## src/hw/rtl/ctl_pkg.sv

```systemverilog
// ---------------------------------------------------------------------------
// ctl_pkg: shared types and constants for the configuration text lexer
// Token record layout, scanner states, character codes and class helpers.
// ---------------------------------------------------------------------------
`default_nettype none

package ctl_pkg;

    // A stream holds at most this many bytes; one more byte is an error.
    localparam logic [16:0] STREAM_LIMIT = 17'd65535;

    // Queue between the scanner and the output stage.
    localparam int QUEUE_DEPTH = 4;
    localparam int QPTR_W      = $clog2(QUEUE_DEPTH);
    localparam int QCNT_W      = $clog2(QUEUE_DEPTH + 1);

    // Character codes.
    localparam logic [7:0] CH_ZERO   = 8'h30;
    localparam logic [7:0] CH_ONE    = 8'h31;
    localparam logic [7:0] CH_NINE   = 8'h39;
    localparam logic [7:0] CH_MINUS  = 8'h2d;
    localparam logic [7:0] CH_HASH   = 8'h23;
    localparam logic [7:0] CH_QUOTE  = 8'h22;
    localparam logic [7:0] CH_BSLASH = 8'h5c;
    localparam logic [7:0] CH_LBRACE = 8'h7b;
    localparam logic [7:0] CH_RBRACE = 8'h7d;
    localparam logic [7:0] CH_EQUALS = 8'h3d;
    localparam logic [7:0] CH_SEMI   = 8'h3b;
    localparam logic [7:0] CH_UNDER  = 8'h5f;
    localparam logic [7:0] CH_DOT    = 8'h2e;
    localparam logic [7:0] CH_SPACE  = 8'h20;
    localparam logic [7:0] CH_TAB    = 8'h09;
    localparam logic [7:0] CH_CR     = 8'h0d;
    localparam logic [7:0] CH_LF     = 8'h0a;

    // Scanner states.
    typedef enum logic [3:0] {
        S_INIT    = 4'd0,
        S_ID      = 4'd1,
        S_STRCONT = 4'd2,
        S_STRESC  = 4'd3,
        S_NEG     = 4'd5,
        S_INT     = 4'd6,
        S_WS      = 4'd7,
        S_COM     = 4'd8,
        S_FAILED  = 4'd9
    } t_lex_state;

    // Token kinds.
    typedef enum logic [3:0] {
        K_ID   = 4'd0,
        K_STR  = 4'd1,
        K_INT  = 4'd2,
        K_LB   = 4'd3,
        K_RB   = 4'd4,
        K_EQ   = 4'd5,
        K_SEMI = 4'd6,
        K_EOF  = 4'd7,
        K_ERR  = 4'd8
    } t_tok_kind;

    // One token record.
    typedef struct packed {
        t_tok_kind   kind;
        logic [15:0] start;
        logic [15:0] raw_len;
        logic [15:0] val_len;
        logic [16:0] err_pos;
        logic        last;
    } t_token;

    // Records caused by one input item: one, or two when two is set.
    typedef struct packed {
        t_token rec0;
        t_token rec1;
        logic   two;
    } t_tok_pair;

    function automatic t_token make_rec(input t_tok_kind kind, input logic [15:0] start,
                                        input logic [15:0] raw_len,
                                        input logic [15:0] val_len,
                                        input logic [16:0] err_pos, input logic last);
        t_token r;
        r.kind    = kind;
        r.start   = start;
        r.raw_len = raw_len;
        r.val_len = val_len;
        r.err_pos = err_pos;
        r.last    = last;
        return r;
    endfunction

    function automatic logic is_alpha(input logic [7:0] c);
        return (c >= 8'h61 && c <= 8'h7a) || (c >= 8'h41 && c <= 8'h5a);
    endfunction

    function automatic logic is_digit(input logic [7:0] c);
        return c >= CH_ZERO && c <= CH_NINE;
    endfunction

    function automatic logic is_ws(input logic [7:0] c);
        return c == CH_SPACE || c == CH_TAB || c == CH_CR || c == CH_LF;
    endfunction

endpackage

`default_nettype wire

```

## src/hw/rtl/ctl_front.sv

```systemverilog
// ---------------------------------------------------------------------------
// ctl_front: scanner front end
// Accepts one byte or end marker per cycle while the queue has room, runs the
// lexer state machine and pushes each item's token records into the queue.
// ---------------------------------------------------------------------------
`default_nettype none

module ctl_front
    import ctl_pkg::*;
(
    input  wire logic      i_clk,
    input  wire logic      i_rst_n,
    input  wire logic      i_valid,
    output logic           o_ready,
    input  wire logic      i_cmd,
    input  wire logic [7:0] i_data_byte,
    input  wire logic      i_q_full,
    output logic           o_push,
    output t_tok_pair      o_pair
);

    t_lex_state  r_state, n_state;
    logic [16:0] r_byte_count, n_byte_count;
    logic [15:0] r_token_begin, n_token_begin;
    logic [15:0] r_clean_count, n_clean_count;

    logic        accept;
    logic [7:0]  c;
    logic        overflow;
    logic [16:0] pos_plus1;
    logic [15:0] len;
    logic        rescan;
    logic        is_idch;
    logic        is_nz_digit;

    // Scan of the byte from the initial state.
    t_lex_state  scan_state;
    logic        scan_emit;
    t_tok_kind   scan_kind;
    logic        scan_fail;
    logic        scan_str;

    t_token      rec_a, rec_b;
    logic        a_vld, b_vld;

    assign o_ready     = !i_q_full;
    assign accept      = i_valid && o_ready;
    assign c           = i_data_byte;
    assign overflow    = r_byte_count >= STREAM_LIMIT;
    assign pos_plus1   = r_byte_count + 17'd1;
    assign len         = r_byte_count[15:0] - r_token_begin;
    assign is_idch     = is_alpha(c) || is_digit(c) || c == CH_UNDER || c == CH_DOT;
    assign is_nz_digit = c >= CH_ONE && c <= CH_NINE;

    // A pending identifier, integer or whitespace run ends here, or no token
    // is open: the byte is then scanned from the initial state.
    always_comb begin
        unique case (r_state)
            S_INIT:  rescan = 1'b1;
            S_ID:    rescan = !is_idch;
            S_INT:   rescan = !is_digit(c);
            S_WS:    rescan = !is_ws(c);
            default: rescan = 1'b0;
        endcase
    end

    // Initial-state character decode.
    always_comb begin
        scan_state = S_INIT;
        scan_emit  = 1'b0;
        scan_kind  = K_ID;
        scan_fail  = 1'b0;
        scan_str   = 1'b0;
        if (is_alpha(c) || c == CH_UNDER) begin
            scan_state = S_ID;
        end else if (c == CH_QUOTE) begin
            scan_state = S_STRCONT;
            scan_str   = 1'b1;
        end else if (c == CH_ZERO) begin
            scan_emit = 1'b1;
            scan_kind = K_INT;
        end else if (is_digit(c)) begin
            scan_state = S_INT;
        end else if (c == CH_MINUS) begin
            scan_state = S_NEG;
        end else if (c == CH_LBRACE) begin
            scan_emit = 1'b1;
            scan_kind = K_LB;
        end else if (c == CH_RBRACE) begin
            scan_emit = 1'b1;
            scan_kind = K_RB;
        end else if (c == CH_EQUALS) begin
            scan_emit = 1'b1;
            scan_kind = K_EQ;
        end else if (c == CH_SEMI) begin
            scan_emit = 1'b1;
            scan_kind = K_SEMI;
        end else if (is_ws(c)) begin
            scan_state = S_WS;
        end else if (c == CH_HASH) begin
            scan_state = S_COM;
        end else begin
            scan_fail = 1'b1;
        end
    end

    // Next state.
    always_comb begin
        n_state       = r_state;
        n_byte_count  = r_byte_count;
        n_token_begin = r_token_begin;
        n_clean_count = r_clean_count;
        if (accept) begin
            if (i_cmd) begin
                // The end marker always starts a fresh stream.
                n_state       = S_INIT;
                n_byte_count  = '0;
                n_token_begin = '0;
                n_clean_count = '0;
            end else if (r_state != S_FAILED) begin
                if (overflow) begin
                    n_state = S_FAILED;
                end else begin
                    n_byte_count = pos_plus1;
                    if (rescan) begin
                        n_token_begin = r_byte_count[15:0];
                        n_state       = scan_fail ? S_FAILED : scan_state;
                        if (scan_str) begin
                            n_clean_count = '0;
                        end
                    end else begin
                        unique case (r_state)
                            S_COM: begin
                                if (c == CH_CR || c == CH_LF) begin
                                    n_state = S_INIT;
                                end
                            end
                            S_STRCONT: begin
                                if (c == CH_BSLASH) begin
                                    n_state = S_STRESC;
                                end else if (c == CH_QUOTE) begin
                                    n_state = S_INIT;
                                end else begin
                                    n_clean_count = r_clean_count + 16'd1;
                                end
                            end
                            S_STRESC: begin
                                if (c == CH_BSLASH || c == CH_QUOTE) begin
                                    n_clean_count = r_clean_count + 16'd1;
                                    n_state       = S_STRCONT;
                                end else begin
                                    n_state = S_FAILED;
                                end
                            end
                            S_NEG: begin
                                n_state = is_nz_digit ? S_INT : S_FAILED;
                            end
                            default: begin
                            end
                        endcase
                    end
                end
            end
        end
    end

    // Records: rec_a is the closing token or a state error, rec_b the token
    // or error found by the initial-state scan, or the EOF record.
    always_comb begin
        a_vld = 1'b0;
        b_vld = 1'b0;
        rec_a = make_rec(K_ERR, '0, '0, '0, pos_plus1, 1'b1);
        rec_b = make_rec(K_ERR, '0, '0, '0, pos_plus1, 1'b1);
        if (i_cmd) begin
            unique case (r_state)
                S_FAILED: begin
                end
                S_STRCONT, S_STRESC, S_NEG: begin
                    a_vld = 1'b1;
                end
                S_ID, S_INT: begin
                    a_vld = 1'b1;
                    rec_a = make_rec((r_state == S_ID) ? K_ID : K_INT, r_token_begin,
                                     len, len, '0, 1'b0);
                    b_vld = 1'b1;
                    rec_b = make_rec(K_EOF, r_byte_count[15:0], '0, '0, '0, 1'b1);
                end
                default: begin
                    b_vld = 1'b1;
                    rec_b = make_rec(K_EOF, r_byte_count[15:0], '0, '0, '0, 1'b1);
                end
            endcase
        end else if (r_state != S_FAILED) begin
            if (overflow) begin
                a_vld = 1'b1;
            end else begin
                unique case (r_state)
                    S_ID, S_INT: begin
                        if (rescan) begin
                            a_vld = 1'b1;
                            rec_a = make_rec((r_state == S_ID) ? K_ID : K_INT,
                                             r_token_begin, len, len, '0, 1'b0);
                        end
                    end
                    S_STRCONT: begin
                        if (c == CH_QUOTE) begin
                            a_vld = 1'b1;
                            rec_a = make_rec(K_STR, r_token_begin, len + 16'd1,
                                             r_clean_count, '0, 1'b0);
                        end
                    end
                    S_STRESC: begin
                        a_vld = !(c == CH_BSLASH || c == CH_QUOTE);
                    end
                    S_NEG: begin
                        a_vld = !is_nz_digit;
                    end
                    default: begin
                    end
                endcase
                if (rescan) begin
                    if (scan_fail) begin
                        b_vld = 1'b1;
                    end else if (scan_emit) begin
                        b_vld = 1'b1;
                        rec_b = make_rec(scan_kind, r_byte_count[15:0], 16'd1, 16'd1,
                                         '0, 1'b0);
                    end
                end
            end
        end
    end

    // Pack the records in order; an item with no record pushes nothing.
    assign o_pair.rec0 = a_vld ? rec_a : rec_b;
    assign o_pair.rec1 = rec_b;
    assign o_pair.two  = a_vld && b_vld;
    assign o_push      = accept && (a_vld || b_vld);

    // Scanner registers.
    always_ff @(posedge i_clk) begin
        if (!i_rst_n) begin
            r_state       <= S_INIT;
            r_byte_count  <= '0;
            r_token_begin <= '0;
            r_clean_count <= '0;
        end else begin
            r_state       <= n_state;
            r_byte_count  <= n_byte_count;
            r_token_begin <= n_token_begin;
            r_clean_count <= n_clean_count;
        end
    end

endmodule

`default_nettype wire

```

## src/hw/rtl/ctl_queue.sv

```systemverilog
// ---------------------------------------------------------------------------
// ctl_queue: record queue
// Short first-in first-out store of record pairs between scanner and output.
// ---------------------------------------------------------------------------
`default_nettype none

module ctl_queue
    import ctl_pkg::*;
(
    input  wire logic      i_clk,
    input  wire logic      i_rst_n,
    input  wire logic      i_push,
    input  wire t_tok_pair i_pair,
    input  wire logic      i_pop,
    output t_tok_pair      o_head,
    output logic           o_empty,
    output logic           o_full
);

    t_tok_pair          r_mem [QUEUE_DEPTH];
    logic [QPTR_W-1:0]  r_wr_ptr;
    logic [QPTR_W-1:0]  r_rd_ptr;
    logic [QCNT_W-1:0]  r_count;

    assign o_empty = r_count == '0;
    assign o_full  = r_count == QCNT_W'(QUEUE_DEPTH);
    assign o_head  = r_mem[r_rd_ptr];

    // Entry storage.
    always_ff @(posedge i_clk) begin
        if (i_push) begin
            r_mem[r_wr_ptr] <= i_pair;
        end
    end

    // Pointers and fill count.
    always_ff @(posedge i_clk) begin
        if (!i_rst_n) begin
            r_wr_ptr <= '0;
            r_rd_ptr <= '0;
            r_count  <= '0;
        end else begin
            if (i_push) begin
                r_wr_ptr <= r_wr_ptr + QPTR_W'(1);
            end
            if (i_pop) begin
                r_rd_ptr <= r_rd_ptr + QPTR_W'(1);
            end
            if (i_push && !i_pop) begin
                r_count <= r_count + QCNT_W'(1);
            end else if (i_pop && !i_push) begin
                r_count <= r_count - QCNT_W'(1);
            end
        end
    end

endmodule

`default_nettype wire

```

## src/hw/rtl/ctl_back.sv

```systemverilog
// ---------------------------------------------------------------------------
// ctl_back: output stage
// Holds one record pair and hands its records out one per transfer.
// ---------------------------------------------------------------------------
`default_nettype none

module ctl_back
    import ctl_pkg::*;
(
    input  wire logic      i_clk,
    input  wire logic      i_rst_n,
    input  wire logic      i_q_empty,
    input  wire t_tok_pair i_q_head,
    output logic           o_q_pop,
    output logic           o_valid,
    input  wire logic      i_ready,
    output t_token         o_rec
);

    t_tok_pair r_pair;
    logic      r_full;
    logic      r_idx;
    logic      last_of_pair;
    logic      done;

    assign last_of_pair = !r_pair.two || r_idx;
    assign done         = r_full && i_ready && last_of_pair;
    assign o_q_pop      = !i_q_empty && (!r_full || done);
    assign o_valid      = r_full;
    assign o_rec        = r_idx ? r_pair.rec1 : r_pair.rec0;

    // Pair payload.
    always_ff @(posedge i_clk) begin
        if (o_q_pop) begin
            r_pair <= i_q_head;
        end
    end

    // Occupancy and record select.
    always_ff @(posedge i_clk) begin
        if (!i_rst_n) begin
            r_full <= 1'b0;
            r_idx  <= 1'b0;
        end else if (o_q_pop) begin
            r_full <= 1'b1;
            r_idx  <= 1'b0;
        end else if (done) begin
            r_full <= 1'b0;
            r_idx  <= 1'b0;
        end else if (r_full && i_ready) begin
            r_idx <= 1'b1;
        end
    end

endmodule

`default_nettype wire

```

## src/hw/rtl/config_text_lexer.sv

```systemverilog
// Path: each record is written into the record queue and then loaded into the
// output stage register before it is offered on the output.
// Throughput: one input item per cycle while the record queue has room; the
// output stage delivers one record per cycle while i_ready is high, so an item
// causing two records holds the output for both transfers and the four-entry queue absorbs bursts.
// Reset: synchronous, active low; clears scanner state, queue and output stage.
// ---------------------------------------------------------------------------
// config_text_lexer: streaming lexer for a small configuration language
// Scanner front end, record queue and output stage.
// ---------------------------------------------------------------------------
`default_nettype none

module config_text_lexer
    import ctl_pkg::*;
(
    input  wire logic        i_clk,
    input  wire logic        i_rst_n,
    input  wire logic        i_valid,
    output logic             o_ready,
    input  wire logic        i_cmd,
    input  wire logic [7:0]  i_data_byte,
    output logic             o_valid,
    input  wire logic        i_ready,
    output logic [3:0]       o_token_kind,
    output logic [15:0]      o_token_start,
    output logic [15:0]      o_raw_length,
    output logic [15:0]      o_value_length,
    output logic [16:0]      o_error_position,
    output logic             o_last
);

    logic      q_push;
    logic      q_pop;
    logic      q_empty;
    logic      q_full;
    t_tok_pair push_pair;
    t_tok_pair q_head;
    t_token    out_rec;

    // Scanner.
    ctl_front u_front (
        .i_clk       (i_clk),
        .i_rst_n     (i_rst_n),
        .i_valid     (i_valid),
        .o_ready     (o_ready),
        .i_cmd       (i_cmd),
        .i_data_byte (i_data_byte),
        .i_q_full    (q_full),
        .o_push      (q_push),
        .o_pair      (push_pair)
    );

    // Record queue.
    ctl_queue u_queue (
        .i_clk   (i_clk),
        .i_rst_n (i_rst_n),
        .i_push  (q_push),
        .i_pair  (push_pair),
        .i_pop   (q_pop),
        .o_head  (q_head),
        .o_empty (q_empty),
        .o_full  (q_full)
    );

    // Output stage.
    ctl_back u_back (
        .i_clk     (i_clk),
        .i_rst_n   (i_rst_n),
        .i_q_empty (q_empty),
        .i_q_head  (q_head),
        .o_q_pop   (q_pop),
        .o_valid   (o_valid),
        .i_ready   (i_ready),
        .o_rec     (out_rec)
    );

    assign o_token_kind     = out_rec.kind;
    assign o_token_start    = out_rec.start;
    assign o_raw_length     = out_rec.raw_len;
    assign o_value_length   = out_rec.val_len;
    assign o_error_position = out_rec.err_pos;
    assign o_last           = out_rec.last;

    // The scanner never pushes into a full queue.
    a_no_push_full: assert property (@(posedge i_clk) disable iff (!i_rst_n)
        q_push |-> !q_full)
        else $error("record pushed into full queue");

    // The output stage never pops an empty queue.
    a_no_pop_empty: assert property (@(posedge i_clk) disable iff (!i_rst_n)
        q_pop |-> !q_empty)
        else $error("record popped from empty queue");

    // An EOF record always closes the stream.
    a_eof_last: assert property (@(posedge i_clk) disable iff (!i_rst_n)
        (o_valid && o_token_kind == K_EOF) |-> o_last)
        else $error("EOF record without last");

    // An error record closes the stream and carries a nonzero position.
    a_err_fields: assert property (@(posedge i_clk) disable iff (!i_rst_n)
        (o_valid && o_token_kind == K_ERR) |-> (o_last && o_error_position != '0))
        else $error("malformed error record");

endmodule

`default_nettype wire

```

## config.mk

```make
export PLATFORM = sky130hd
export DESIGN_NAME = config_text_lexer
export DESIGN_NICKNAME = d
export VERILOG_FILES = /design/src/hw/rtl/ctl_pkg.sv /design/src/hw/rtl/ctl_front.sv /design/src/hw/rtl/ctl_queue.sv /design/src/hw/rtl/ctl_back.sv /design/src/hw/rtl/config_text_lexer.sv
export SDC_FILE = /design/constraint.sdc
export NUM_CORES = 1
export LEC_CHECK = 0
export ABC_AREA = 0
export BUFFER_PORTS_ARGS = -buffer_cell sky130_fd_sc_hd__buf_2
export CAP_MARGIN = 20
export CORE_AREA = 2 2 250 252
export CTS_BUF_LIST = sky130_fd_sc_hd__clkbuf_8
export DETAILED_ROUTE_END_ITERATION = 6
export DIE_AREA = 0 0 252 254
export PLACE_DENSITY = 0.69
export SLEW_MARGIN = 5
export SYNTH_ARGS = -nofsm -noshare
export SYNTH_HDL_FRONTEND = slang
export SYNTH_HIERARCHICAL = 1
export SYNTH_SLANG_ARGS = --single-unit
```

## constraint.sdc

```tcl
create_clock -name i_clk -period 12.2 [get_ports i_clk]
set_input_delay 2.44 -clock i_clk [delete_from_list [all_inputs] [get_ports i_clk]]
set_output_delay 2.44 -clock i_clk [all_outputs]
set_load 0.005 [all_outputs]
```

Word-level counts from Yosys, hierarchy flattened
Memory sizes are Yosys's and may differ from the RTL's. A register that Yosys moved wholly into a read port is not among the register bits.
Cells that the tools add are included.
{"block": "classes", "addsub": 8, "magnitude_cmp": 8, "eq_ne": 32, "muxes": 106, "bitwise_logic": 1, "n_reduce_logical": 52}
{"op": "$mux W70", "count": 15}
{"op": "$mux W16", "count": 12}
{"op": "$pmux W70 S2", "count": 1}
{"op": "$mux W4", "count": 29}
{"op": "$eq A8 B6 Y1 const B", "count": 8}
{"op": "$mux W17", "count": 3}
{"op": "$mux W1", "count": 38}
{"op": "$add A16 B1 Y16 const B", "count": 2}
{"op": "$eq A8 B7 Y1 const B", "count": 4}
{"op": "$pmux W16 S2", "count": 1}
{"op": "$eq A8 B4 Y1 const B", "count": 3}
{"op": "$add A17 B1 Y17 const B", "count": 1}
{"op": "$ge A17 B16 Y1 const B", "count": 1}
{"op": "$ge A8 B6 Y1 const B", "count": 2}
{"op": "$ge A8 B7 Y1 const B", "count": 2}
{"op": "$le A8 B7 Y1 const B", "count": 2}
{"op": "$pmux W4 S4", "count": 1}
{"op": "$sub A16 B16 Y16", "count": 1}
{"op": "$logic_or A1 B1 Y1", "count": 13}
{"op": "$eq A4 B3 Y1 const B", "count": 3}
{"op": "$logic_and A1 B1 Y1", "count": 12}
{"op": "$logic_not A1 Y1", "count": 11}
{"op": "$mux W3", "count": 3}
{"op": "$eq A4 B2 Y1 const B", "count": 2}
{"op": "other kinds (30)", "count": 37}
{"block": "totals", "register_bits": 62, "ram_bits": 564, "input_bits": 13, "out_inout_bits": 72, "word_cells": 217, "n_memories": 1}
{"memory": "u_queue.r_mem", "words": 4, "word_bits": 141, "rd": 1, "rd_ports_with_merged_regs": 1, "wr": 1, "line": "ctl_queue.sv:20", "text": "t_tok_pair r_mem [QUEUE_DEPTH];"}

Longest topological paths before layout
Gate-level depths: netlist of run 1.
{"block": "logic_depth", "ltp_word": 25, "mapped_depth": 18, "ltp_nobuf": 17}

By module
Netlist of run 1, hierarchy kept.
{"mod": "ctl_queue", "instances": 1, "cells_per_inst": 780, "area_per_inst_um2": 20773.7, "seq_area_each_um2": 17116.4}
{"mod": "ctl_front", "instances": 1, "cells_per_inst": 863, "area_per_inst_um2": 5874.4, "seq_area_each_um2": 1061.0}
{"mod": "ctl_back", "instances": 1, "cells_per_inst": 230, "area_per_inst_um2": 5530.3, "seq_area_each_um2": 4274.1}

Worst setup path after synthesis of run 1
No wires, ideal clock.
{"block": "synth_path", "path_kind": "in2reg", "start": "in i_data_byte[2]", "end": "mem u_queue/r_mem[0][0] (netlist name) (enable)", "setup_time_ns": 0.517, "t_arrival_ns": 8.129, "required_ns": 11.683, "path_slack_ns": 3.554, "stages": 11, "n_path_buf": 3, "path_cell_list": "buf_6 or2_4 or4_4 buf_6 or3_1 buf_2 nand4_2 nor2_2 or2_1 a21boi_0 and2_1"}
{"block": "synth_between", "elab_chain_len": 23, "word_cells_on_any_way": 77, "cone_classes": "7 x order compare; 15 x eq/ne; 35 x mux; 20 x reduce/logical"}
{"item": "start, declared", "line": "config_text_lexer.sv:21", "text": "input wire logic [7:0] i_data_byte,"}
{"item": "$eq A8 B6 Y1 / $eq A8 B4 Y1 (equally long branches)", "line": "ctl_pkg.sv:102", "text": "return c == CH_SPACE || c == CH_TAB || c == CH_CR || c == CH_LF;"}
{"item": "$logic_or A1 B1 Y1 (3 in series)", "line": "ctl_pkg.sv:102"}
{"item": "$mux W1", "line": "ctl_front.sv:98", "text": "end else if (is_ws(c)) begin"}
{"item": "$mux W1", "line": "ctl_front.sv:95", "text": "end else if (c == CH_SEMI) begin"}
{"item": "$mux W1", "line": "ctl_front.sv:92", "text": "end else if (c == CH_EQUALS) begin"}
{"item": "$mux W1", "line": "ctl_front.sv:89", "text": "end else if (c == CH_RBRACE) begin"}
{"item": "$mux W1", "line": "ctl_front.sv:86", "text": "end else if (c == CH_LBRACE) begin"}
{"item": "$mux W1", "line": "ctl_front.sv:84", "text": "end else if (c == CH_MINUS) begin"}
{"item": "(+6 left out)"}
{"item": "$mux W1", "line": "ctl_front.sv:194", "text": "if (overflow) begin"}
{"item": "$mux W1", "line": "ctl_front.sv:193", "text": "end else if (r_state != S_FAILED) begin"}
{"item": "$mux W1", "line": "ctl_front.sv:174", "text": "if (i_cmd) begin"}
{"item": "$logic_or A1 B1 Y1 *", "line": "ctl_front.sv:238", "text": "assign o_push = accept && (a_vld || b_vld);"}
{"item": "$logic_and A1 B1 Y1 *", "line": "ctl_front.sv:238"}
{"item": "net q_push", "line": "config_text_lexer.sv:32", "text": "logic q_push;"}
{"item": "$mux W1 *", "line": "ctl_queue.sv:31", "text": "if (i_push) begin"}
{"item": "$mux W1 (not written as such) *", "line": "ctl_queue.sv:32", "text": "r_mem[r_wr_ptr] <= i_pair;"}
{"item": "end, declared", "line": "ctl_queue.sv:20"}
Mark *: on every way through the listed nets, which the timed path passes. The rest lies on a longest branch.

Worst setup path after layout of run 1
{"block": "layout_path", "start": "in i_data_byte[2]", "end": "mem u_queue/r_mem[0][70] (netlist name) (enable)"}
The elaborated chain is that of the path after synthesis.

==> results.txt, run 1 <==
- The critical path is of the primary input to flop type.
* Post-detailed-route via-to-cell ratio: 5.844
* Slew @ Worst Pin: 1096 ps
- The flow ran to the end, and the final reports show no timing, DRC or antenna violations.
- TritonCTS built the clock tree.
- Overall die height: 254 um
* Top Ports: 85
* Via count of the routed design: 16,850
- Total congestion overflow: 0
- In this run, CTS created clock tree buffers numbering 117.
- Setup violations remaining at the end of the flow were counted as 0.
* Global-route wire length before repair: 98.73 mm
* Max Clock Freq: 0.1517 GHz
- Total of fill cells in the finished design: 4,685
* Element type at the critical path end: flop
* Final-report max-slew violation count: 0
- Sequential fraction of the synthesis area: 69.77%
- The path class of the tightest hold or removal check is flop to flop.
* Post-synthesis cell count: 1,873
* List of most frequent post-synthesis cells: 705 x edfxtp_1, 141 x mux4_2, 130 x nor2_1, 75 x nand2_1, 72 x a21oi_1
- Data required time of the worst path: 12,530 ps
- After layout, the minimum clock period comes to 6590 ps.
* Number of nets with antenna violations after routing: 0
- After synthesis, the netlist uses 91 different library cells.
* Total count of hold-check failures in the final report: 0
* Cells taking the most area after synthesis: edfxtp_1 66%, mux4_2 9.9%, dfxtp_1 4.0%
- At the end of routability-driven placement, the weighted congestion stood at 0.8969.
- The synthesized design spends more area on one cell type than any other, namely edfxtp_1.
* First-pass iteration count of the detailed router: 5
- Register-to-register path setup slack: 6310 ps
- Kind of cell adding the most delay to the critical path: simple AND/OR/NAND/NOR gates
- Clock Tree Root: clkbuf_8
- The region available for standard cell placement spans 61,260 sq um.
- Total leakage power: 11.58 nW
- CTS Hold Bufs: 0
* Insertion delay to the later sink of the worst-skew pair: 720 ps
- DRT Wirelength: 64.17 mm
- Part of the cycle the worst path needs: 54.02%
* Cell Pwr Density: 197.7 nW/um^2
- Die boundary width: 252 um
- Critical path arrival: 6920 ps
* CP startpoint kind: primary input
* Maximum buffer depth of the clock tree: 3
- Yosys warns: 6
- Setup repair after global routing missed its margin: no
* Combined buffer and inverter count along the critical path: 2
* Overall routing resource usage: 20.27%
- Clock sink total: 769
- Half-perimeter wire length of the detailed placement result: 38.61 mm
* Clock transition at the registers of the reported paths: 60 ps
- In this run the post-CTS setup repair buffer count came out at 0.
* Most common flop cell mapped by yosys: edfxtp_1
* Effective utilization at floorplan: 52.53%
* Largest incremental delay on the critical path: 860 ps
- Measured against its own limit, the worst slew margin works out to 26.95%.
- Entering global routing, the biggest net connects 73 pins.
- Total number of H-tree levels: 3
* Fraction of layout instances using a drive strength above 1: 24.13%
* Cell at the slowest stage of the critical path: a21boi_0
- Number of global-route vias before repair: 17,100
* Power after layout: 6.968 mW
- Syn_area_per_cell: 17.18 sq um
- Synth async-reset ratio: 0%
* Cell Chain, Critical Path: buf_2 -> or2_4 -> or4_4 -> or3_1 -> nand4_2 -> nor2_2 -> or2_1 -> a21boi_0 -> and2_4 -> buf_4
* EDFF count, synth: 705
- In the final timing run, aggregate negative setup slack is 0 ps.
* Number of remaining DRC errors: 0
- Row cnt: 91
- VDD sags by at most 0.1201 mV.
* Number of antenna violations at the first check in global routing: 2
- Share of Yosys cell area claimed by the top area cell type: 65.79%
- The first routing iteration left 1,268 violations.
- WL/cell: 22.25 um
- Input and output buffers added on the ports amount to 84.
- Most repeated cell in the gate-level netlist after synthesis: edfxtp_1
- At the end of the flow, the number of nets in the layout was 2,032.
- Die area: 64,010 sq um
* Max-capacitance violation count: 0
* Cell area after technology mapping: 32,180 sq um
- Post-CTS sizing: 0
- Final setup skew: 37.75 ps
- Relative to the synthesized area, the layout overhead comes to 9.538%.
- Of all nets on the critical path, the largest fanout is 61.
- Register bit count reported by yosys: 769
[logic make-up (layout without fill, tap and decap cells)]
kind of cell,Yosys count,after routing,share of synthesized area [%]
mux,217,217,13.33
compound gates,236,236,4.860
fa+ha+maj,26,26,1.058
flops,769,769,69.77
buf+inv,174,365,3.266
simple gates,410,410,6.618
xor+xnor,40,40,1.089
other cells,1,31,0.01165
[through the flow]
stage | area, sq um | hold WS, ps | instances | util (%) | worst slack, ps
floorplan | 32290 | 453.7 | 1902 | - | 3554
global placement | 32970 | 466.2 | 2663 | 53.83 | 4928
detailed placement | 32970 | 488.0 | 2663 | 53.83 | 4915
CTS | 35230 | 496.9 | 2882 | 57.52 | 5684
global route | 35250 | 524.6 | 2884 | 57.54 | 5438
finish | 35250 | 503.8 | 2884 | 57.54 | 5610
[power breakdown]
part	internal (mW)	switching [mW]
sequential	3.44	0.164
clock	1.05	0.960
combinational	0.654	0.702
total	5.14	1.83
[worst min-delay path, delay by kind of cell (launching register included)]
family,cells,cell delay [ps]
AO/OA/AOI/OAI,2,130
flip-flops,1,330
[flip-flops by register name, summed over array words and instances (netlist names), named ones only]
register and count:
u_queue/r_mem 564, u_back/r_pair 141, u_queue/r_rd_ptr 2, u_front/r_byte_count 17
u_back/r_idx 1, u_front/r_clean_count 16, u_back/o_valid 1, u_queue/r_count 3
u_front/r_token_begin 16, u_queue/r_wr_ptr 2, u_front/r_state 4
[final timing paths]
check | from | endpoint | cells past startpoint
hold reg to reg | u_front/r_clean_count[9] | u_front/r_clean_count[9] | 2
setup reg to reg | u_front/r_byte_count[1] | u_queue/r_mem[0][70] | 13
setup / recovery | i_data_byte[2] | u_queue/r_mem[0][70] | 10
hold / removal | u_front/r_clean_count[9] | u_front/r_clean_count[9] | 2
[cell usage in the layout (no fill, tap or decap), types with 5 or more instances in the layout]
cell and n:
edfxtp_1 705, mux4_2 141, nor2_1 130, clkbuf_8 120, buf_2 84, inv_1 78, nand2_1 75, a21oi_1 72
mux2_4 70, dfxtp_1 61, o21ai_0 40, and2_1 31, conb_1 30, a22oi_1 29, nand3_1 25, clkinv_2 24
xnor2_1 24, ha_1 24, clkinv_1 23, nor3_1 21, buf_4 20, a22o_1 17, xor2_1 16, or3_1 15
or4_1 15, nand4_1 14, and3_1 13, a21o_1 13, nand3b_1 12, o31ai_1 9, nor2b_1 8, bufinv_16 6
a21boi_0 5, mux2i_1 5, nor3b_1 5, and4_1 5, a31oi_1 5
[cell type report]
class	count	area, sq um	area share [%]
Clock inverter	99	609.3	1.729
Antenna cell	1	2.502	0.007099
Timing Repair Buffer	105	581.8	1.651
Multi-Input combinational cell	959	8797	24.96
Inverter	41	153.9	0.4366
Clock buffer	120	1652	4.686
Tap cell	790	988.4	2.804
Sequential cell	769	22460	63.73
[routing by layer]
layer / vias to the layer above / GRT usage [%] / wire (um)
li1: 7595 / - / -
met1: 8667 / 28.50 / 28340
met2: 495 / 32.74 / 30980
met3: 95 / 3.196 / 3552
met4: 2 / 6.678 / 1289
met5: - / 0 / 13
(Power assumes the default switching activity.)
==> run 2: changes to the inputs <==
==> constraint.sdc (replaced) <==
create_clock -name i_clk -period 6.6 [get_ports i_clk]
set_input_delay 1.32 -clock i_clk [delete_from_list [all_inputs] [get_ports i_clk]]
set_output_delay 1.32 -clock i_clk [all_outputs]
set_load 0.005 [all_outputs]
==> run 2 against run 1 <==
- utilization about the same
- clock skew down 0.91 ps
- largest power group unchanged
- clock power up 75%
- sequential power up 86%
- cell count about the same
- non-clock buffer count up 7
- routed wire length down 0.42%
- global-route usage down 0.076 points
==> results.txt, run 2 (synthesized netlist as in run 1, its figures left out) <==
* Outcome: completed
- The critical path in this run is classified as flop to flop.
- The maximum fanout count along the critical path was 40 (-34%).
- The part of the total power dissipated in sequential elements came to 52.7% (+1.0 points).
* Die area: 64,010 sq um (unchanged)
- The internal power summed over all cells is 9.357 mW (+82%).
* IR Drop Worst-Case VDD: 0.4014 mV (+230%)
* Clock tree from TritonCTS: done
* Post-CTS sizing: 0 (unchanged)
* Number of nets with antenna violations after routing: 0 (unchanged)
- Post CTS Setup Buffer Count: 0 (unchanged)
* Total leakage power: 11.54 nW (-0.40%)
- Leaving out fill and tap cells, the most frequent cell in the layout is edfxtp_1.
* Max-capacitance violation count: 0 (unchanged)
- The final estimated routing congestion in global placement was 0.8891 (-0.87%).
- Setup repair after global routing missed its margin: no
- Commonest non-fill, non-tap cells in the layout: 705 x edfxtp_1, 141 x mux4_2, 130 x nor2_1
- WL/cell: 22.15 um (-0.46%)
- CTS Hold Bufs: 0 (unchanged)
- Insertion delay to the later sink of the worst-skew pair: 720 ps (about the same)
* Largest incremental delay on the critical path: 660 ps (-200 ps)
- Number of nets in the layout: 2,036 (+0.20%)
* Placement-stage cell area: 33,120 sq um (+0.45%)
- The starting density of the core was 52.53% (unchanged).
* Num CTS Buffers: 114 (-2.6%)
* Area Overhead vs Synth: 9.515% (about the same)
* Global-route wire length before repair: 98.10 mm (-0.64%)
* Cell at the slowest stage of the critical path: and2_4
- Row cnt: 91 (unchanged)
- Clock Tree Root: clkbuf_8
* Fraction of layout instances using a drive strength above 1: 23.50% (-0.63 points)
- The post-route setup TNS is 0 ps (unchanged).
- Final Setup Violations: 0 (unchanged)
- The worst path arrival time came to 5050 ps (-1870 ps).
- The count of fill cells added during filler insertion came to 4,636 (-1.0%).
* Storage cell area: 22,460 sq um (unchanged)
* Top Ports: 85 (unchanged)
- The switching component of the power is 3.321 mW (+82%).
* Tightest Hold Check Type: flop to flop
* Clock sink total: 769 (unchanged)
- Kind of cell adding the most delay to the critical path: simple AND/OR/NAND/NOR gates
- Cell Chain, Critical Path: ha_1 -> and3_1 -> and3_1 -> nand2_1 -> nor4_1 -> ha_1 -> nor3_1 -> nand4_2 -> nor2_2 -> or2_1 -> a21boi_0 -> buf_4 -> and2_4 -> buf_4
* Number of global-route vias before repair: 17,230 (+0.75%)
* Maximum number of pins on one net before global-route repair: 142 (+95%)
- The switching share of total power came to 26.20% (about the same).
* Total congestion overflow: 0 (unchanged)
- The floorplan die width came to 252 um (unchanged).
- Regs by FF count: u_queue/r_mem (564), u_back/r_pair (141), u_front/r_byte_count (17)
- Final-report max-slew violation count: 0 (unchanged)
- Number of antenna violations at the first check in global routing: 2 (unchanged)
- Final setup skew: 36.84 ps (-0.9074 ps)
- Drt initial violations: 1,383 (+9.1%)
- Clock transition at the registers of the reported paths: 70 ps (about the same)
* Register with the most flip-flops: u_queue/r_mem
* Portion of total power attributed to the clock network: 27.7% (-1.1 points)
- IO buf count: 84 (unchanged)
- Post-detailed-route via-to-cell ratio: 5.810 (-0.59%)
- Footprint of the multi-input gates: 8797 sq um (unchanged)
- Maximum buffer depth of the clock tree: 3 (unchanged)
- The worst max-slew margin expressed relative to the limit came to 23.56% (-3.4 points).
* Max Clock Freq: 0.2141 GHz
* Element type at the critical path end: flop
* Data required time of the worst path: 6980 ps (-5550 ps)
- The clock period could shrink to 4671 ps.
- Half-perimeter wire length of the detailed placement result: 38.13 mm (-1.2%)
- The H-tree depth is 3 (unchanged).
* Combined buffer and inverter count along the critical path: 2 (unchanged)
* Overall die height: 254 um (unchanged)
* Number of remaining DRC errors: 0 (unchanged)
* Core area: 61,260 sq um (unchanged)
- The number of detailed-route iterations in the first pass was 5 (unchanged).
* DRT Wirelength: 63.90 mm (-0.42%)
- Overall routing resource usage: 20.20% (-0.076 points)
- Cell Pwr Density: 359.8 nW/um^2 (+82%)
- The flip-flop count of the largest register, all copies and words added was 564 (unchanged).
- Layout Cell Area excl Fill: 35,240 sq um (about the same)
- The final critical path takes up 70.78% of the cycle.
- Share of power burned in combinational logic: 19.7% (+0.2 points)
- CP startpoint kind: flop
* Total count of hold-check failures in the final report: 0 (unchanged)
- The via total after detailed routing was 16,760 (-0.55%).
- Slew @ Worst Pin: 1146 ps (+50.18 ps)
run 2: path summary, 6_finish.rpt:
path	start	slack, ps	cells past startpoint	to
worst max register to register	u_front/r_byte_count[0]	1930	14	u_queue/r_mem[2][27]
worst min-delay path	u_front/r_clean_count[13]	500	2	u_front/r_clean_count[13]
worst min register to register	u_front/r_clean_count[13]	500	2	u_front/r_clean_count[13]
worst max-delay path	u_front/r_byte_count[0]	1930	14	u_queue/r_mem[2][27]
run 2: area by class of cell:
| class | count | share of cell area (%) |
|---|---|---|
| sequential | 769 | 63.74 |
| multi-input combinational | 959 | 24.96 |
| clock buffer | 118 | 4.609 |
| tap | 790 | 2.805 |
| timing repair buffer | 112 | 2.038 |
| clock inverter | 95 | 1.399 |
| inverter | 41 | 0.4367 |
| antenna | 1 | 0.007101 |
run 2: metrics by stage:
step	total power, mW	setup slack (ps)	std cells	utilization [%]	hold slack [ps]
6_report	12.68	1929	2885	57.53	502.6
5_1_grt	13.25	1614	2885	57.53	533.4
4_1_cts	12.86	1929	2884	57.52	500.6
3_5_place_dp	9.336	1458	2671	54.07	490.6
3_3_place_gp	9.283	1543	2671	54.07	467.8
2_1_floorplan	8.546	615.8	1902	-	453.7
run 2: worst reg2reg max path: stages, from the launching register on:
cell	delay, ps
dfxtp_1	580
ha_1	310
and3_1	210
and3_1	270
nand2_1	120
nor4_1	510
ha_1	270
nor3_1	90
nand4_2	150
nor2_2	70
or2_1	310
a21boi_0	210
buf_4	180
and2_4	660
buf_4	400
run 2: power groups by stage:
| stage | logic, mW | registers [mW] | clock network, mW |
|---|---|---|---|
| floorplan | 1.90 | 6.65 | 0 |
| global placement | 2.53 | 6.75 | 0 |
| detailed placement | 2.55 | 6.78 | 0 |
| CTS | 2.56 | 6.69 | 3.61 |
| global route | 2.70 | 6.75 | 3.80 |
| finish | 2.49 | 6.68 | 3.51 |
run 2: per-layer routing:
metal  track usage [%]  share of wire [%]
met5                 0              0.020
met4             7.151                2.3
met3             3.493                5.8
met2             33.33                 49
met1             27.31                 43
==> run 3: changes to the inputs <==
--- a/config.mk
+++ b/config.mk
@@ -5,14 +5,14 @@
 export SDC_FILE = /design/constraint.sdc
 export NUM_CORES = 1
 export LEC_CHECK = 0
-export ABC_AREA = 0
+export ABC_AREA = 1
 export BUFFER_PORTS_ARGS = -buffer_cell sky130_fd_sc_hd__buf_2
 export CAP_MARGIN = 20
-export CORE_AREA = 2 2 250 252
+export CORE_AREA = 2 2 252 254
 export CTS_BUF_LIST = sky130_fd_sc_hd__clkbuf_8
 export DETAILED_ROUTE_END_ITERATION = 6
-export DIE_AREA = 0 0 252 254
-export PLACE_DENSITY = 0.69
+export DIE_AREA = 0 0 254 256
+export PLACE_DENSITY = 0.72
 export SLEW_MARGIN = 5
 export SYNTH_ARGS = -nofsm -noshare
 export SYNTH_HDL_FRONTEND = slang
==> constraint.sdc (replaced) <==
create_clock -name i_clk -period 3.9 [get_ports i_clk]
set_input_delay 0.78 -clock i_clk [delete_from_list [all_inputs] [get_ports i_clk]]
set_output_delay 0.78 -clock i_clk [all_outputs]
set_load 0.005 [all_outputs]
==> run 3 against run 2 <==
- critical path depth increased by 12
- sequential cell count unchanged
- hold slack got worse by 72 ps
- count of clock-buffer cells in the layout decreased by 2
- synthesized cell count increased by 57%
- cell count increased by 39%
- combinational power increased to 2.8 times the previous value
- critical path type unchanged
- critical endpoint is now u_queue/r_mem[0][22]
- largest cell class unchanged
==> results.txt, run 3 <==
- DRT Wirelength: 76.63 mm (+20%)
- WL/cell: 19.16 um (-14%)
* Total leakage power: 13.45 nW (+17%)
- Setup repair after global routing could not meet its margin everywhere.
* Row cnt: 92 (+1.1%)
- The port buffer count was 84 (unchanged).
* Maximum buffer depth of the clock tree: 3 (unchanged)
- The max-cap violation count came to 0 (unchanged).
- The worst-skew pair later-pin latency is 740 ps (+20 ps).
- The largest net degree at the start of global routing was 145 (+2.1%).
- The wire length of the first global-routing pass was 118.1 mm (+20%).
- Slew @ Worst Pin: 982.0 ps (-163.9 ps)
* Number of remaining DRC errors: 0 (unchanged)
- Part of the cycle the worst path needs: 91.53% (+21 points)
- Final core utilization: 58.52% (+0.99 points)
- Cell Pwr Density: 682.8 nW/um^2 (+90%)
* Most frequent standard cell in the layout excluding fill and tap cells: edfxtp_1
- Via count of the routed design: 22,270 (+33%)
* Net load switching power: 8.425 mW (+150%)
* Number of nets in the layout: 3,093 (+52%)
* EDFF count, synth: 705 (unchanged)
* Top Ports: 85 (unchanged)
- The clock period minus final worst setup slack was 3570 ps (-1102 ps).
* Synth async-reset ratio: 0% (unchanged)
* Number of antenna violations at the first check in global routing: 1 (-1)
- The number of distinct library cells after synthesis came to 48 (-47%).
* Routability Congestion: 0.9153 (+2.9%)
- Num CTS Buffers: 114 (unchanged)
- The number of nets with antenna violations after detailed routing came to 0 (unchanged).
- Die area: 65,020 sq um (+1.6%)
- List of most frequent post-synthesis cells: 705 x edfxtp_1, 521 x nand2_1, 416 x nor2_1, 336 x o21ai_0, 182 x inv_1
- Half-perimeter wire length of the detailed placement result: 46.66 mm (+22%)
* Reg power frac: 46.4% (-6.3 points)
- The setup skew after layout came to 35.36 ps (-1.484 ps).
- The data required time of the worst path came to 4360 ps (-2620 ps).
- The leftover overflow at the end of global routing is 0 (unchanged).
- Critical path arrival: 4030 ps (-1020 ps)
- Most repeated cell in the gate-level netlist after synthesis: edfxtp_1
- Fraction of layout instances using a drive strength above 1: 12.28% (-11 points)
- Max Clock Freq: 0.2801 GHz (+31%)
* Effective utilization at floorplan: 52.51% (about the same)
- Cells taking the most area after synthesis: edfxtp_1 65%, nand2_1 6.0%, o21ai_0 5.1%
- The synthesis warning total was 6 (unchanged).
- Maximum fanout along the worst path: 25 (-38%)
- Number of global-route vias before repair: 21,630 (+26%)
- The slowest stage of the critical path is the dfxtp_4 cell.
- The worst max-slew margin expressed relative to the limit was 34.53% (+11 points).
* Number of placed instances, taps included: 3,777 (+41%)
- Kind of critical path: flop to flop
- Register with the most flip-flops: u_queue/r_mem
* Largest incremental delay on the critical path: 400 ps (-260 ps)
- Sw Ratio: 33.80% (+7.6 points)
* Total count of hold-check failures in the final report: 0 (unchanged)
- In the final layout, the registers with the most flip-flops are u_queue/r_mem (564), u_back/r_pair (141), u_front/r_byte_count (17).
* Library cell with the largest summed area after synthesis: edfxtp_1
* Drt initial violations: 2,233 (+61%)
- The flow ran to the end, and the final reports show no timing, DRC or antenna violations.
- The count of placed standard cells in the final layout, fillers left out came to 4,000 (+39%).
* CP startpoint kind: flop
- The worst-case vdd ir drop was 0.6892 mV (+72%).
* Register bit count reported by yosys: 769 (unchanged)
- Overall die height: 256 um (+0.79%)
- Design internal power: 16.50 mW (+76%)
- The sequential share of the synthesized area came to 68.54% (-1.2 points).
- Final-report max-slew violation count: 0 (unchanged)
* Post-detailed-route via-to-cell ratio: 5.567 (-4.2%)
- The tightest min-delay check is of the primary input to flop type.
* Die boundary width: 254 um (+0.79%)
* Element type at the critical path end: flop
- Clock tree from TritonCTS: done
* Setup TNS: 0 ps (unchanged)
* Clock sink total: 769 (unchanged)
- First-pass iteration count of the detailed router: 5 (unchanged)
- The post-synthesis instance total was 2,938 (+57%).
* Max FFs per register: 564 (unchanged)
- The overall global routing resource usage came to 23.49% (+3.3 points).
- The tree is rooted in a clkbuf_8.
- Area Overhead vs Synth: 11.45%
* Syn_area_per_cell: 11.15 sq um (-35%)
- Share of Yosys cell area claimed by the top area cell type: 64.62% (-1.2 points)
* Commonest non-fill, non-tap cells in the layout: 705 x edfxtp_1, 516 x nand2_1, 415 x nor2_1
- Total number of H-tree levels: 3 (unchanged)
- The cell area after synthesis is 32,760 sq um (+1.8%).
- Share of power burned in combinational logic: 27.5% (+7.8 points)
- The part of the power in the clock network is 26.1% (-1.6 points).
- Clock transition at the registers of the reported paths: 70 ps (about the same)
- Core area: 62,390 sq um (+1.9%)
- The most used flip-flop cell after synthesis is edfxtp_1.
* Final Setup Violations: 0 (unchanged)
[run 3: power by group through the flow]
stage	Combinational (mW)	Clock, mW	Sequential [mW]
2_1_floorplan	4.51	0	11.7
3_3_place_gp	6.67	0	11.7
3_5_place_dp	6.85	0	11.7
4_1_cts	6.87	6.62	11.6
5_1_grt	7.61	6.97	11.7
6_report	6.85	6.50	11.6
[run 3: critical path: cells and delay by family, from the launching register on]
kind / cells / cell delay (ps)
AO/OA/AOI/OAI: 1 / 40
flip-flops: 1 / 400
buffers and inverters: 8 / 900
AND/OR/NAND/NOR: 15 / 1590
adder cells (fa/ha/maj): 2 / 300
[run 3: cell type report]
class                      instances  area [sq um]
sequential                       769         22470
inverter                         193         753.2
multi-input combinational       1828          8746
timing repair buffer             148          1176
clock inverter                    98         705.7
tap                              846          1059
antenna                            2         5.005
clock buffer                     116          1597
fill                            4973         25880
[run 3: through the flow]
step	worst slack, ps	power [mW]	hold WS [ps]	area (sq um)
4_1_cts	269.3	25.07	375.0	36450
5_1_grt	-16.60	26.28	441.8	36510
2_1_floorplan	-874.0	16.17	411.5	32930
3_5_place_dp	300.1	18.58	442.0	34140
3_3_place_gp	287.9	18.37	419.3	34140
6_report	330.2	24.93	430.3	36510
[run 3: kinds of logic (layout without fill, tap and decap cells)]
| family | after synthesis | in the layout | synth area share, % |
|---|---|---|---|
| AO/OA/AOI/OAI | 642 | 642 | 10.76 |
| XOR/XNOR | 24 | 24 | 0.6417 |
| adder cells (fa/ha/maj) | 26 | 26 | 1.039 |
| buffers and inverters | 370 | 555 | 5.236 |
| flip-flops | 769 | 769 | 68.54 |
| other | 1 | 32 | 0.01145 |
| AND/OR/NAND/NOR | 1106 | 1106 | 13.78 |
[run 3: worst paths after layout]
check                                              from                        to  slack (ps)  depth (start not counted)
worst max-delay path            u_front/r_byte_count[1]      u_queue/r_mem[0][22]         330                         26
worst max register to register  u_front/r_byte_count[1]      u_queue/r_mem[0][22]         330                         26
worst min-delay path                              i_cmd  u_front/r_token_begin[0]         430                          4
worst min register to register      u_queue/r_rd_ptr[1]                      flop         440                          1
[run 3: routing by layer]
| layer | up-vias | share of wire, % | global-route usage (%) |
|---|---|---|---|
| li1 | 10540 | - | - |
| met1 | 10770 | 42 | 31.51 |
| met2 | 847 | 48 | 38.07 |
| met3 | 118 | 7.5 | 4.434 |
| met4 | 0 | 2.8 | 9.020 |
| met5 | - | 0 | 0 |
[run 3: repair_timing]
item | CTS | global route
gates resized for setup | 0 | 2
hold buffers | 0 | 0
buffers inserted | 0 | 7
endpoints found under the setup margin | 0 | 27
